<file path="src/pdmm_pkg.sv">
// Shared widths, register indexes and reset values for the PID motor mixer.
// Used by the channel interfaces and the top level; depends on nothing else.
`timescale 1ns / 1ps
`default_nettype none

package pdmm_pkg;

	// Field widths.
	localparam int PitchW    = 16;
	localparam int DutyW     = 16;
	localparam int GainW     = 20;
	localparam int LimitW    = 23;
	localparam int SpeedW    = 16;
	localparam int MotorLimW = 32;
	localparam int CfgAddrW  = 3;
	localparam int CfgDataW  = 32;

	// Register indexes on the configuration channel.
	localparam logic [CfgAddrW-1:0] RegSetpoint   = 3'd0;
	localparam logic [CfgAddrW-1:0] RegGainP      = 3'd1;
	localparam logic [CfgAddrW-1:0] RegGainI      = 3'd2;
	localparam logic [CfgAddrW-1:0] RegGainD      = 3'd3;
	localparam logic [CfgAddrW-1:0] RegIntLimit   = 3'd4;
	localparam logic [CfgAddrW-1:0] RegBaseSpeed  = 3'd5;
	localparam logic [CfgAddrW-1:0] RegMotorOneLim = 3'd6;
	localparam logic [CfgAddrW-1:0] RegMotorTwoLim = 3'd7;

	// Register values after reset.
	localparam logic [PitchW-1:0]    RstSetpoint    = 16'd0;
	localparam logic [GainW-1:0]     RstGainP       = 20'd85197;
	localparam logic [GainW-1:0]     RstGainI       = 20'd151;
	localparam logic [GainW-1:0]     RstGainD       = 20'd131;
	localparam logic [LimitW-1:0]    RstIntLimit    = 23'd12800;
	localparam logic [SpeedW-1:0]    RstBaseSpeed   = 16'd110;
	localparam logic [MotorLimW-1:0] RstMotorOneLim = 32'd11141226;
	localparam logic [MotorLimW-1:0] RstMotorTwoLim = 32'd9830506;

endpackage

`default_nettype wire

</file>
<file path="src/pdmm_if.sv">
// Valid/ready channel interfaces for pitch samples, duty results and register writes.
// Depends on pdmm_pkg for the field widths.
`timescale 1ns / 1ps
`default_nettype none

interface pdmm_pitch_if;
	logic                                valid;
	logic                                ready;
	logic signed [pdmm_pkg::PitchW-1:0]  pitch;

	modport source (output valid, output pitch, input ready);
	modport sink   (input valid, input pitch, output ready);
endinterface

interface pdmm_duty_if;
	logic                          valid;
	logic                          ready;
	logic [pdmm_pkg::DutyW-1:0]    motor_one_duty;
	logic [pdmm_pkg::DutyW-1:0]    motor_two_duty;

	modport source (output valid, output motor_one_duty, output motor_two_duty, input ready);
	modport sink   (input valid, input motor_one_duty, input motor_two_duty, output ready);
endinterface

interface pdmm_cfg_if;
	logic                             valid;
	logic                             ready;
	logic [pdmm_pkg::CfgAddrW-1:0]    addr;
	logic [pdmm_pkg::CfgDataW-1:0]    data;

	modport source (output valid, output addr, output data, input ready);
	modport sink   (input valid, input addr, input data, output ready);
endinterface

`default_nettype wire

</file>
<file path="src/pid_differential_motor_mixer.sv">
// PID pitch controller with integral clamp and a clamped differential two-motor mixer.
// Pipeline: an accepted request passes stage registers one to five, then the output register.
// Throughput: one request per cycle unless stalled; the integral and last-error loop
// closes in stage two. Each stage moves on when the next is empty or moving, so bubbles fill.
// Reset: registers return to their defaults, integral and last error clear, pipeline empties.
// Depends on pdmm_pkg and the channel interfaces in pdmm_if.sv.
`timescale 1ns / 1ps
`default_nettype none

module pid_differential_motor_mixer (
	input  wire            clk,
	input  wire            arst_n,
	pdmm_cfg_if.sink       cfg,
	pdmm_pitch_if.sink     sample,
	pdmm_duty_if.source    result
);

	// Configuration registers.
	logic signed [pdmm_pkg::PitchW-1:0]  setpoint_q;
	logic [pdmm_pkg::GainW-1:0]          gain_p_q;
	logic [pdmm_pkg::GainW-1:0]          gain_i_q;
	logic [pdmm_pkg::GainW-1:0]          gain_d_q;
	logic [pdmm_pkg::LimitW-1:0]         int_limit_q;
	logic [pdmm_pkg::SpeedW-1:0]         base_speed_q;
	logic [pdmm_pkg::MotorLimW-1:0]      motor_one_lim_q;
	logic [pdmm_pkg::MotorLimW-1:0]      motor_two_lim_q;

	// Controller state.
	logic signed [23:0] integral_q;
	logic signed [16:0] prev_err_q;

	// Pipeline valid bits and load enables.
	logic valid_s1, valid_s2, valid_s3, valid_s4, valid_s5, out_valid_q;
	logic load_s1, load_s2, load_s3, load_s4, load_s5, load_out;

	// Pipeline payload.
	logic signed [15:0] pitch_s1;
	logic signed [16:0] err_s2;
	logic signed [23:0] integ_s2;
	logic signed [17:0] deriv_s2;
	logic signed [37:0] prod_p_s3;
	logic signed [44:0] prod_i_s3;
	logic signed [38:0] prod_d_s3;
	logic signed [46:0] sum_s4;
	logic signed [22:0] drive_s5;
	logic [pdmm_pkg::DutyW-1:0] duty_one_q;
	logic [pdmm_pkg::DutyW-1:0] duty_two_q;

	// Combinational values.
	logic signed [16:0] err_c;
	logic signed [24:0] acc_c;
	logic signed [24:0] lim_pos_c;
	logic signed [24:0] lim_neg_c;
	logic signed [23:0] integ_c;
	logic signed [17:0] deriv_c;
	logic signed [46:0] sum_c;
	logic signed [22:0] drive_c;
	logic               round_up_c;
	logic signed [24:0] base_c;
	logic signed [24:0] drive_ext_c;
	logic signed [24:0] mix_one_c;
	logic signed [24:0] mix_two_c;

	// Clamp a mixer sum to max first, then raise it to min, so min wins.
	function automatic logic [15:0] clamp_duty(input logic signed [24:0] v,
			input logic [31:0] lim);
		logic signed [24:0] hi;
		logic signed [24:0] lo;
		logic signed [24:0] r;
		hi = signed'({9'b0, lim[31:16]});
		lo = signed'({9'b0, lim[15:0]});
		r = v;
		if (r > hi) r = hi;
		if (r < lo) r = lo;
		return r[15:0];
	endfunction

	// Register writes are always taken; unknown bits above each width are dropped.
	assign cfg.ready = 1'b1;

	always_ff @(posedge clk or negedge arst_n) begin
		if (!arst_n) begin
			setpoint_q      <= pdmm_pkg::RstSetpoint;
			gain_p_q        <= pdmm_pkg::RstGainP;
			gain_i_q        <= pdmm_pkg::RstGainI;
			gain_d_q        <= pdmm_pkg::RstGainD;
			int_limit_q     <= pdmm_pkg::RstIntLimit;
			base_speed_q    <= pdmm_pkg::RstBaseSpeed;
			motor_one_lim_q <= pdmm_pkg::RstMotorOneLim;
			motor_two_lim_q <= pdmm_pkg::RstMotorTwoLim;
		end else if (cfg.valid) begin
			case (cfg.addr)
				pdmm_pkg::RegSetpoint:    setpoint_q      <= cfg.data[15:0];
				pdmm_pkg::RegGainP:       gain_p_q        <= cfg.data[19:0];
				pdmm_pkg::RegGainI:       gain_i_q        <= cfg.data[19:0];
				pdmm_pkg::RegGainD:       gain_d_q        <= cfg.data[19:0];
				pdmm_pkg::RegIntLimit:    int_limit_q     <= cfg.data[22:0];
				pdmm_pkg::RegBaseSpeed:   base_speed_q    <= cfg.data[15:0];
				pdmm_pkg::RegMotorOneLim: motor_one_lim_q <= cfg.data;
				pdmm_pkg::RegMotorTwoLim: motor_two_lim_q <= cfg.data;
				default: begin
				end
			endcase
		end
	end

	// Stall chain: a stage loads when it is empty or its content moves on.
	assign load_out = !out_valid_q || result.ready;
	assign load_s5  = !valid_s5 || load_out;
	assign load_s4  = !valid_s4 || load_s5;
	assign load_s3  = !valid_s3 || load_s4;
	assign load_s2  = !valid_s2 || load_s3;
	assign load_s1  = !valid_s1 || load_s2;
	assign sample.ready = load_s1;

	always_ff @(posedge clk or negedge arst_n) begin
		if (!arst_n) begin
			valid_s1    <= 1'b0;
			valid_s2    <= 1'b0;
			valid_s3    <= 1'b0;
			valid_s4    <= 1'b0;
			valid_s5    <= 1'b0;
			out_valid_q <= 1'b0;
		end else begin
			if (load_s1)  valid_s1    <= sample.valid;
			if (load_s2)  valid_s2    <= valid_s1;
			if (load_s3)  valid_s3    <= valid_s2;
			if (load_s4)  valid_s4    <= valid_s3;
			if (load_s5)  valid_s5    <= valid_s4;
			if (load_out) out_valid_q <= valid_s5;
		end
	end

	// Stage two: error, clamped integral and derivative.
	always_comb begin
		err_c     = 17'(setpoint_q) - 17'(pitch_s1);
		acc_c     = 25'(integral_q) + 25'(err_c);
		lim_pos_c = signed'({2'b0, int_limit_q});
		lim_neg_c = -lim_pos_c;
		if (acc_c > lim_pos_c) begin
			integ_c = lim_pos_c[23:0];
		end else if (acc_c < lim_neg_c) begin
			integ_c = lim_neg_c[23:0];
		end else begin
			integ_c = acc_c[23:0];
		end
		deriv_c = 18'(err_c) - 18'(prev_err_q);
	end

	// The integral and last error advance once per sample leaving stage one.
	always_ff @(posedge clk or negedge arst_n) begin
		if (!arst_n) begin
			integral_q <= '0;
			prev_err_q <= '0;
		end else if (valid_s1 && load_s2) begin
			integral_q <= integ_c;
			prev_err_q <= err_c;
		end
	end

	// Stage four: exact sum of the three products.
	assign sum_c = 47'(prod_p_s3) + 47'(prod_i_s3) + 47'(prod_d_s3);

	// Stage five: drop the 24 fraction bits, rounding toward zero.
	assign round_up_c = sum_s4[46] && (|sum_s4[23:0]);
	assign drive_c    = sum_s4[46:24] + 23'(round_up_c);

	// Output stage: differential mix in the signed domain, then per-motor clamp.
	always_comb begin
		base_c      = signed'({9'b0, base_speed_q});
		drive_ext_c = 25'(drive_s5);
		mix_one_c   = base_c + drive_ext_c;
		mix_two_c   = base_c - drive_ext_c;
	end

	// Payload registers.
	always_ff @(posedge clk) begin
		if (load_s1) begin
			pitch_s1 <= sample.pitch;
		end
		if (load_s2) begin
			err_s2   <= err_c;
			integ_s2 <= integ_c;
			deriv_s2 <= deriv_c;
		end
		if (load_s3) begin
			prod_p_s3 <= err_s2 * signed'({1'b0, gain_p_q});
			prod_i_s3 <= integ_s2 * signed'({1'b0, gain_i_q});
			prod_d_s3 <= deriv_s2 * signed'({1'b0, gain_d_q});
		end
		if (load_s4) begin
			sum_s4 <= sum_c;
		end
		if (load_s5) begin
			drive_s5 <= drive_c;
		end
		if (load_out) begin
			duty_one_q <= clamp_duty(mix_one_c, motor_one_lim_q);
			duty_two_q <= clamp_duty(mix_two_c, motor_two_lim_q);
		end
	end

	assign result.valid          = out_valid_q;
	assign result.motor_one_duty = duty_one_q;
	assign result.motor_two_duty = duty_two_q;

	// The integral never leaves the limit right after an update.
	a_integral_bound: assert property (@(posedge clk) disable iff (!arst_n)
		(valid_s1 && load_s2) |=>
		(25'(integral_q) <= signed'({2'b0, int_limit_q}) &&
		 25'(integral_q) >= -signed'({2'b0, int_limit_q})))
		else $error("integral left its limit");

	// Controller state holds while no sample leaves stage one.
	a_state_hold: assert property (@(posedge clk) disable iff (!arst_n)
		!(valid_s1 && load_s2) |=> ($stable(integral_q) && $stable(prev_err_q)))
		else $error("controller state changed without a sample");

	// With an ordered window, motor one stays inside it.
	a_duty_one_range: assert property (@(posedge clk) disable iff (!arst_n)
		(out_valid_q && motor_one_lim_q[31:16] >= motor_one_lim_q[15:0]) |->
		(duty_one_q <= motor_one_lim_q[31:16] && duty_one_q >= motor_one_lim_q[15:0]))
		else $error("motor one duty outside its window");

	// With an ordered window, motor two stays inside it.
	a_duty_two_range: assert property (@(posedge clk) disable iff (!arst_n)
		(out_valid_q && motor_two_lim_q[31:16] >= motor_two_lim_q[15:0]) |->
		(duty_two_q <= motor_two_lim_q[31:16] && duty_two_q >= motor_two_lim_q[15:0]))
		else $error("motor two duty outside its window");

endmodule

`default_nettype wire

</file>
<file path="src/flat_wrapper.sv">
// flat-port wrapper written by rule: the top's interface ports become plain ports
module pid_differential_motor_mixer_flat 
  (clk, arst_n, cfg_valid, cfg_addr, cfg_data, cfg_ready, sample_valid, sample_pitch, sample_ready, result_valid, result_motor_one_duty, result_motor_two_duty, result_ready);
  pdmm_cfg_if cfg_i ();
  pdmm_pitch_if sample_i ();
  pdmm_duty_if result_i ();
  input  wire clk;
  input  wire arst_n;
  input wire logic [$bits(cfg_i.valid)-1:0] cfg_valid;
  input wire logic [$bits(cfg_i.addr)-1:0] cfg_addr;
  input wire logic [$bits(cfg_i.data)-1:0] cfg_data;
  output wire logic [$bits(cfg_i.ready)-1:0] cfg_ready;
  input wire logic [$bits(sample_i.valid)-1:0] sample_valid;
  input wire logic [$bits(sample_i.pitch)-1:0] sample_pitch;
  output wire logic [$bits(sample_i.ready)-1:0] sample_ready;
  output wire logic [$bits(result_i.valid)-1:0] result_valid;
  output wire logic [$bits(result_i.motor_one_duty)-1:0] result_motor_one_duty;
  output wire logic [$bits(result_i.motor_two_duty)-1:0] result_motor_two_duty;
  input wire logic [$bits(result_i.ready)-1:0] result_ready;
  assign cfg_i.valid = cfg_valid;
  assign cfg_i.addr = cfg_addr;
  assign cfg_i.data = cfg_data;
  assign cfg_ready = cfg_i.ready;
  assign sample_i.valid = sample_valid;
  assign sample_i.pitch = sample_pitch;
  assign sample_ready = sample_i.ready;
  assign result_valid = result_i.valid;
  assign result_motor_one_duty = result_i.motor_one_duty;
  assign result_motor_two_duty = result_i.motor_two_duty;
  assign result_i.ready = result_ready;
  pid_differential_motor_mixer u_core (.clk(clk), .arst_n(arst_n), .cfg(cfg_i), .sample(sample_i), .result(result_i));
endmodule
</file>
<file path="config.mk">
export PLATFORM = sky130hd
export DESIGN_NAME = pid_differential_motor_mixer_flat
export DESIGN_NICKNAME = d
export VERILOG_FILES = /design/src/pdmm_pkg.sv /design/src/pdmm_if.sv /design/src/pid_differential_motor_mixer.sv /design/src/flat_wrapper.sv
export SDC_FILE = /design/constraint.sdc
export NUM_CORES = 2
export LEC_CHECK = 0
export BUFFER_PORTS_ARGS = -buffer_cell sky130_fd_sc_hd__buf_2
export CELL_PAD_IN_SITES_DETAIL_PLACEMENT = 1
export CELL_PAD_IN_SITES_GLOBAL_PLACEMENT = 2
export CORE_AREA = 5 5 427 429
export CTS_BUF_LIST = sky130_fd_sc_hd__clkbuf_16
export CTS_CLUSTER_SIZE = 8
export DETAILED_ROUTE_END_ITERATION = 10
export DIE_AREA = 0 0 432 434
export PLACE_DENSITY_LB_ADDON = 0.3
export SLEW_MARGIN = 40
export SYNTH_ARGS = -nofsm -noshare
export SYNTH_HDL_FRONTEND = slang
export SYNTH_SLANG_ARGS = --single-unit
</file>
<file path="constraint.sdc">
create_clock -name clk -period 7.75 [get_ports clk]
set_clock_uncertainty 0.15 [all_clocks]
set_input_delay 0.775 -clock clk [delete_from_list [all_inputs] [get_ports clk]]
set_output_delay 0.775 -clock clk [all_outputs]
set_load 0.02 [all_outputs]
</file>
# Word-level counts from Yosys, hierarchy flattened
# Index checks and enable logic that the tools add are counted.
dict set report totals {
  in_bits 56
  wordCells 84
  out_inout_bits 35
  register_bits 525
}
dict set report op_classes {
  add_sub_neg 9
  n_eq_ne 7
  muxes 8
  reduce_logical 24
  n_lt_le_gt_ge 6
  n_mul 3
}
# operator n
set op_table {}
lappend op_table {{$mux W25} 4}
lappend op_table {{$gt A25 B17 Y1} 2}
lappend op_table {{$lt A25 B17 Y1} 2}
lappend op_table {{$mux W24} 2}
lappend op_table {{$add A46 B39 Y47} 1}
lappend op_table {{$add A38 B45 Y46} 1}
lappend op_table {{$mul A24 B21 Y45} 1}
lappend op_table {{$mul A18 B21 Y39} 1}
lappend op_table {{$mul A17 B21 Y38} 1}
lappend op_table {{$mux W16} 2}
lappend op_table {{$add A24 B17 Y25} 1}
lappend op_table {{$gt A25 B24 Y1} 1}
lappend op_table {{$lt A25 B25 Y1} 1}
lappend op_table {{$neg A23 Y25} 1}
lappend op_table {{$add A17 B23 Y24} 1}
lappend op_table {{$reduce_or A24 Y1} 1}
lappend op_table {{$sub A17 B23 Y24} 1}
lappend op_table {{$add A23 B1 Y23} 1}
lappend op_table {{$sub A17 B17 Y18} 1}
lappend op_table {{$sub A16 B16 Y17} 1}
lappend op_table {{$reduce_and A2 Y1} 8}
lappend op_table {{$eq A3 B3 Y1 const B} 4}
lappend op_table {{$eq A3 B2 Y1 const B} 2}
lappend op_table {{$logic_not A1 Y1} 6}
lappend op_table {{other kinds (4)} 10}

# Longest topological paths before layout
dict set report depth {
  ltp_word 7
  ltp_mapped 35
  mapped_depth_nobuf 33
}

# Least setup slack after synthesis
# Ideal clock, no wire load.
dict set report synth_timing {
  kind {reg-to-reg}
  start {register u_core.gain_i_q[7] (netlist name)}
  end {register u_core.prod_i_s3[41] (data pin)}
  slack_ns 0.472
  stages_incl_launch_ff 25
  arrival_ns 6.870
  setup_time_ns 0.258
  cell_sequence {dfstp_2 clkbuf_1 nand2_1 fa_1 fa_1 fa_1 inv_1 fa_1 fa_1 fa_1 inv_1 fa_1 inv_1 ha_1 and3_1 nand4_1 or4b_2 a21oi_1 o21ai_0 a21o_1 a21oi_1 a41oi_1 nand2b_1 a21oi_1 xnor2_1}
}
dict set report synth_via {
  elab_chain_len 1
}
# element line
set synth_lines {}
lappend synth_lines {{start, declared} pid_differential_motor_mixer.sv:21} ;# logic [pdmm_pkg::GainW-1:0] gain_i_q;
lappend synth_lines {{start signal, assigned} pid_differential_motor_mixer.sv:85} ;# gain_i_q <= pdmm_pkg::RstGainI;
lappend synth_lines {{start signal, assigned} pid_differential_motor_mixer.sv:95} ;# pdmm_pkg::RegGainI: gain_i_q <= cfg.data[19:0];
lappend synth_lines {{$mul A24 B21 Y45} pid_differential_motor_mixer.sv:188} ;# prod_i_s3 <= integ_s2 * signed'({1'b0, gain_i_q});
lappend synth_lines {{end signal, assigned} pid_differential_motor_mixer.sv:188}
lappend synth_lines {{end, declared} pid_differential_motor_mixer.sv:42} ;# logic signed [44:0] prod_i_s3;
# No other way between the ends.
# A chain may end at the register's enable or synchronous reset.

# Worst setup path in the final report
dict set report layout_timing {
  start {register u_core.integ_s2[22]}
  end {register u_core.prod_i_s3[41] (data pin)}
}
dict set report layout_via {
  elab_chain_len 1
}
# element line
set layout_lines {}
lappend layout_lines {{start, declared} pid_differential_motor_mixer.sv:39} ;# logic signed [23:0] integ_s2;
lappend layout_lines {{start signal, assigned} pid_differential_motor_mixer.sv:183} ;# integ_s2 <= integ_c;
lappend layout_lines {{$mul A24 B21 Y45} pid_differential_motor_mixer.sv:188}
# No other way between the ends.

==> key figures <==
Floorplan
  • Die Ht: 434 um
  • Die width: 432 um
  • Core Region: 178000 um2
  • FP Rows: 155
  • I/O pin total: between 90 and 100
  • Die area: 187000 um2
  • Starting density of the core: 39.8%

Clock network
  • CTS tree: yes
  • CTS root buf: clkbuf_16
  • TritonCTS Sinks: between 500 and 600
  • H-tree Lvls: 3
  • CTS max path bufs: 3
  • Clock-pin slew on the worst setup and hold paths: 0.06 ns
  • Inserted Clock Buffers: 80
  • Clk_lat worst skew: 0.70 ns

Placed design
  • Placed Area: 75100 um2
  • IO Port Bufs: 89
  • HPWL after DPL: 181 mm
  • Final RePlAce weighted congestion: 0.867

Global routing
  • Initial antenna violation count: 20
  • Vias in the first global route: 55900
  • Grt total ovfl: 0
  • First-pass GRT wire length: 342 mm
  • Total track usage: between 20% and 30%
  • Largest net degree at the start of global routing: just over 90

Cells and area
  • Commonest non-fill, non-tap cell in the layout: inv_1
  • Commonest non-fill, non-tap cells in the layout: 1426 x inv_1, 1096 x fa_1, 789 x nand2_1, 636 x ha_1, 519 x and2_1
  • Share of cells above drive strength 1: between 10% and 20%
  • Post-Layout Inst Area: 77800 um2
  • Area Growth Syn to Fin: 9.86%
  • Final nets: 9077

Worst setup path
  • WP buf/inv: 3
  • CP max FO: 10
  • Crit path cell chain: nand2_1 > fa_1 > inv_1 > fa_1 > inv_1 > fa_1 > inv_1 > fa_1 > fa_1 > fa_1 > fa_1 > ha_1 > a21o_1 > a21o_1 > a21oi_1 > nand2_1 > a21o_1 > a2111oi_1 > a21oi_2 > a41oi_1 > nand2b_1 > a21oi_1 > xnor2_1
  • Element type at the critical path end: register
  • CP most frequent cell: fa_1
  • Worst path required time: 8.00 ns
  • CP startpoint: u_core.integ_s2[22]
  • Reg-to-reg startpoint: u_core.integ_s2[22]
  • Slowest CP cell: edfxtp_1
  • Largest delay share family, worst path: adder cells
  • Max incr delay on CP: approximately 0.78 ns
  • CP arrival: between 7 and 8 ns
  • Setup crit start kind: register
  • Crit Path Class: reg2reg

Yosys
  • Register area share after synthesis: 20.7%
  • Post-synth ARST share: 43.0%
  • Synthesized flop and latch total: about 530
  • Cell taking the most area after synthesis: fa_1
  • Top cell type's share of synthesized area: around 31%
  • Mapped cell area: 70800 um2
  • Post-synth cell types: 98
  • Syn nets: 8941
  • Number of synthesized flops with an enable pin: 299
  • Synth warn: 0
  • Synth Area per Inst: 9.90 um2
  • Ys flop type: edfxtp_1
  • Synth area leaders: fa_1 31%, edfxtp_1 13%, ha_1 11%
  • Gate Count Post-Synth: between 7000 and 8000

Detailed routing
  • Antenna Violating Nets Remaining: 0
  • Drc violations: 0
  • Via density: 5.16
  • WL final: 219 mm
  • Via Count: 50000
  • Total iterations of the first detailed-routing run: 5
  • Initial DRC count: about 2700
  • Avg WL per Cell: 22.6 um

Timing
  • Slew headroom: 47.2%
  • Fin. max-slew vios: 0
  • Final Cycle Share: 96.3%
  • WHS: 0.111 ns
  • Hold Violations, Final: 0
  • Slew at the pin closest to its max-slew limit: 0.791 ns
  • Fin crit period: 7.47 ns
  • Setup-failing EPs final: 0
  • Achievable frequency: 134 MHz

Outcome
  • Outcome: finished clean

Worst hold path
  • HP Start: sample_pitch[9]
  • Worst Hold Class: in2reg

Run
  • Max cap viols: 0
final timing paths:
check / to / slack [ns] / cells past startpoint
worst max-delay path: u_core.prod_i_s3[41] / 0.28 / 23
worst min-delay path: u_core.pitch_s1[9] / 0.11 / 1
worst max register to register: u_core.prod_i_s3[41] / 0.28 / 23
worst min register to register: u_core.valid_s5 / 0.31 / 1
max in group asynchronous: u_core.gain_i_q[8] / 5.75 / 3
min in group asynchronous: u_core.motor_one_lim_q[11] / 0.53 / 2
logic make-up after synthesis:
| kind of cell | synth area share (%) |
|---|---|
| xor+xnor | 3.32 |
| compound gates | 7.36 |
| simple gates | 13.1 |
| fa+ha+maj | 42.3 |
| buf+inv | 9.04 |
| mux | 4.07 |
| flops | 20.7 |
| other cells | 0.00530 |
cell type report:
type / count / area, um2
fill: 20000 / 100000
inverter: 1397 / 5250
tap: 2355 / 2950
antenna: 7 / 17.5
sequential: 525 / 14700
clock inverter: 54 / 353
multi-input combinational: 4942 / 49900
timing repair buffer: 340 / 2570
clock buffer: 82 / 2050
cells in the mapped netlist, types with 12 or more instances:
cell type  count
a31oi_1       20
o21a_1        37
edfxtp_1     299
and2_1       520
fa_1        1099
o211ai_1      13
nand2_1      791
and3_1        24
mux2_1        20
mux2_2       198
nand4_1       44
mux2i_1       14
mux2_4        19
a21o_1       130
nand2b_1      75
a21oi_1      241
o21ai_0      161
ha_1         636
o21bai_1      39
xnor2_1      208
dfstp_2       41
clkbuf_1     264
nand3_1       58
nor4_1        12
xor2_1        60
nor2b_1       48
a211oi_1      22
or3_1         16
o31ai_1       12
inv_1       1391
nor3_1        63
nor2_1       185
dfrtp_1      185
metrics by stage:
stage | setup slack (ns) | std cells | utilization [%] | setup TNS (ns)
after floorplan | 0.472 | 7150 | - | 0
after global placement | 0.168 | 9543 | 42.2 | 0
after detailed placement | 0.0429 | 9543 | 42.2 | 0
after CTS | 0.0520 | 9680 | 43.6 | 0
after global routing | -0.0354 | 9697 | 43.7 | -0.0723
final | 0.284 | 9702 | 43.7 | 0
state kept, by name, indices dropped and copies added (netlist names), 24 cells and up:
register,flops
u_core.sum_s4,47
u_core.integ_s2,24
u_core.prod_i_s3,45
u_core.integral_q,24
u_core.prod_d_s3,39
u_core.motor_one_lim_q,32
u_core.motor_two_lim_q,32
u_core.prod_p_s3,38
what timing repair did:
item                                    4_1_cts  5_1_grt
endpoints found under the setup margin        2       76
pin swaps                                     0        5
hold buffers                                  1        0
endpoints found under the hold margin        69        0
buffers inserted                              0       15
resized for setup                             1       31
layer usage:
| metal | up-vias | GRT usage [%] | share of wire, % |
|---|---|---|---|
| met4 | 4 | 4.88 | 2.3 |
| met2 | 764 | 41.6 | 49 |
| met5 | - | 0 | 0.011 |
| met1 | 26300 | 32.1 | 45 |
| met3 | 234 | 2.95 | 3.8 |
| li1 | 22800 | - | - |
Power is not shown: default switching activity piles up to over one toggle a cycle in this logic, so the estimate is an artifact.
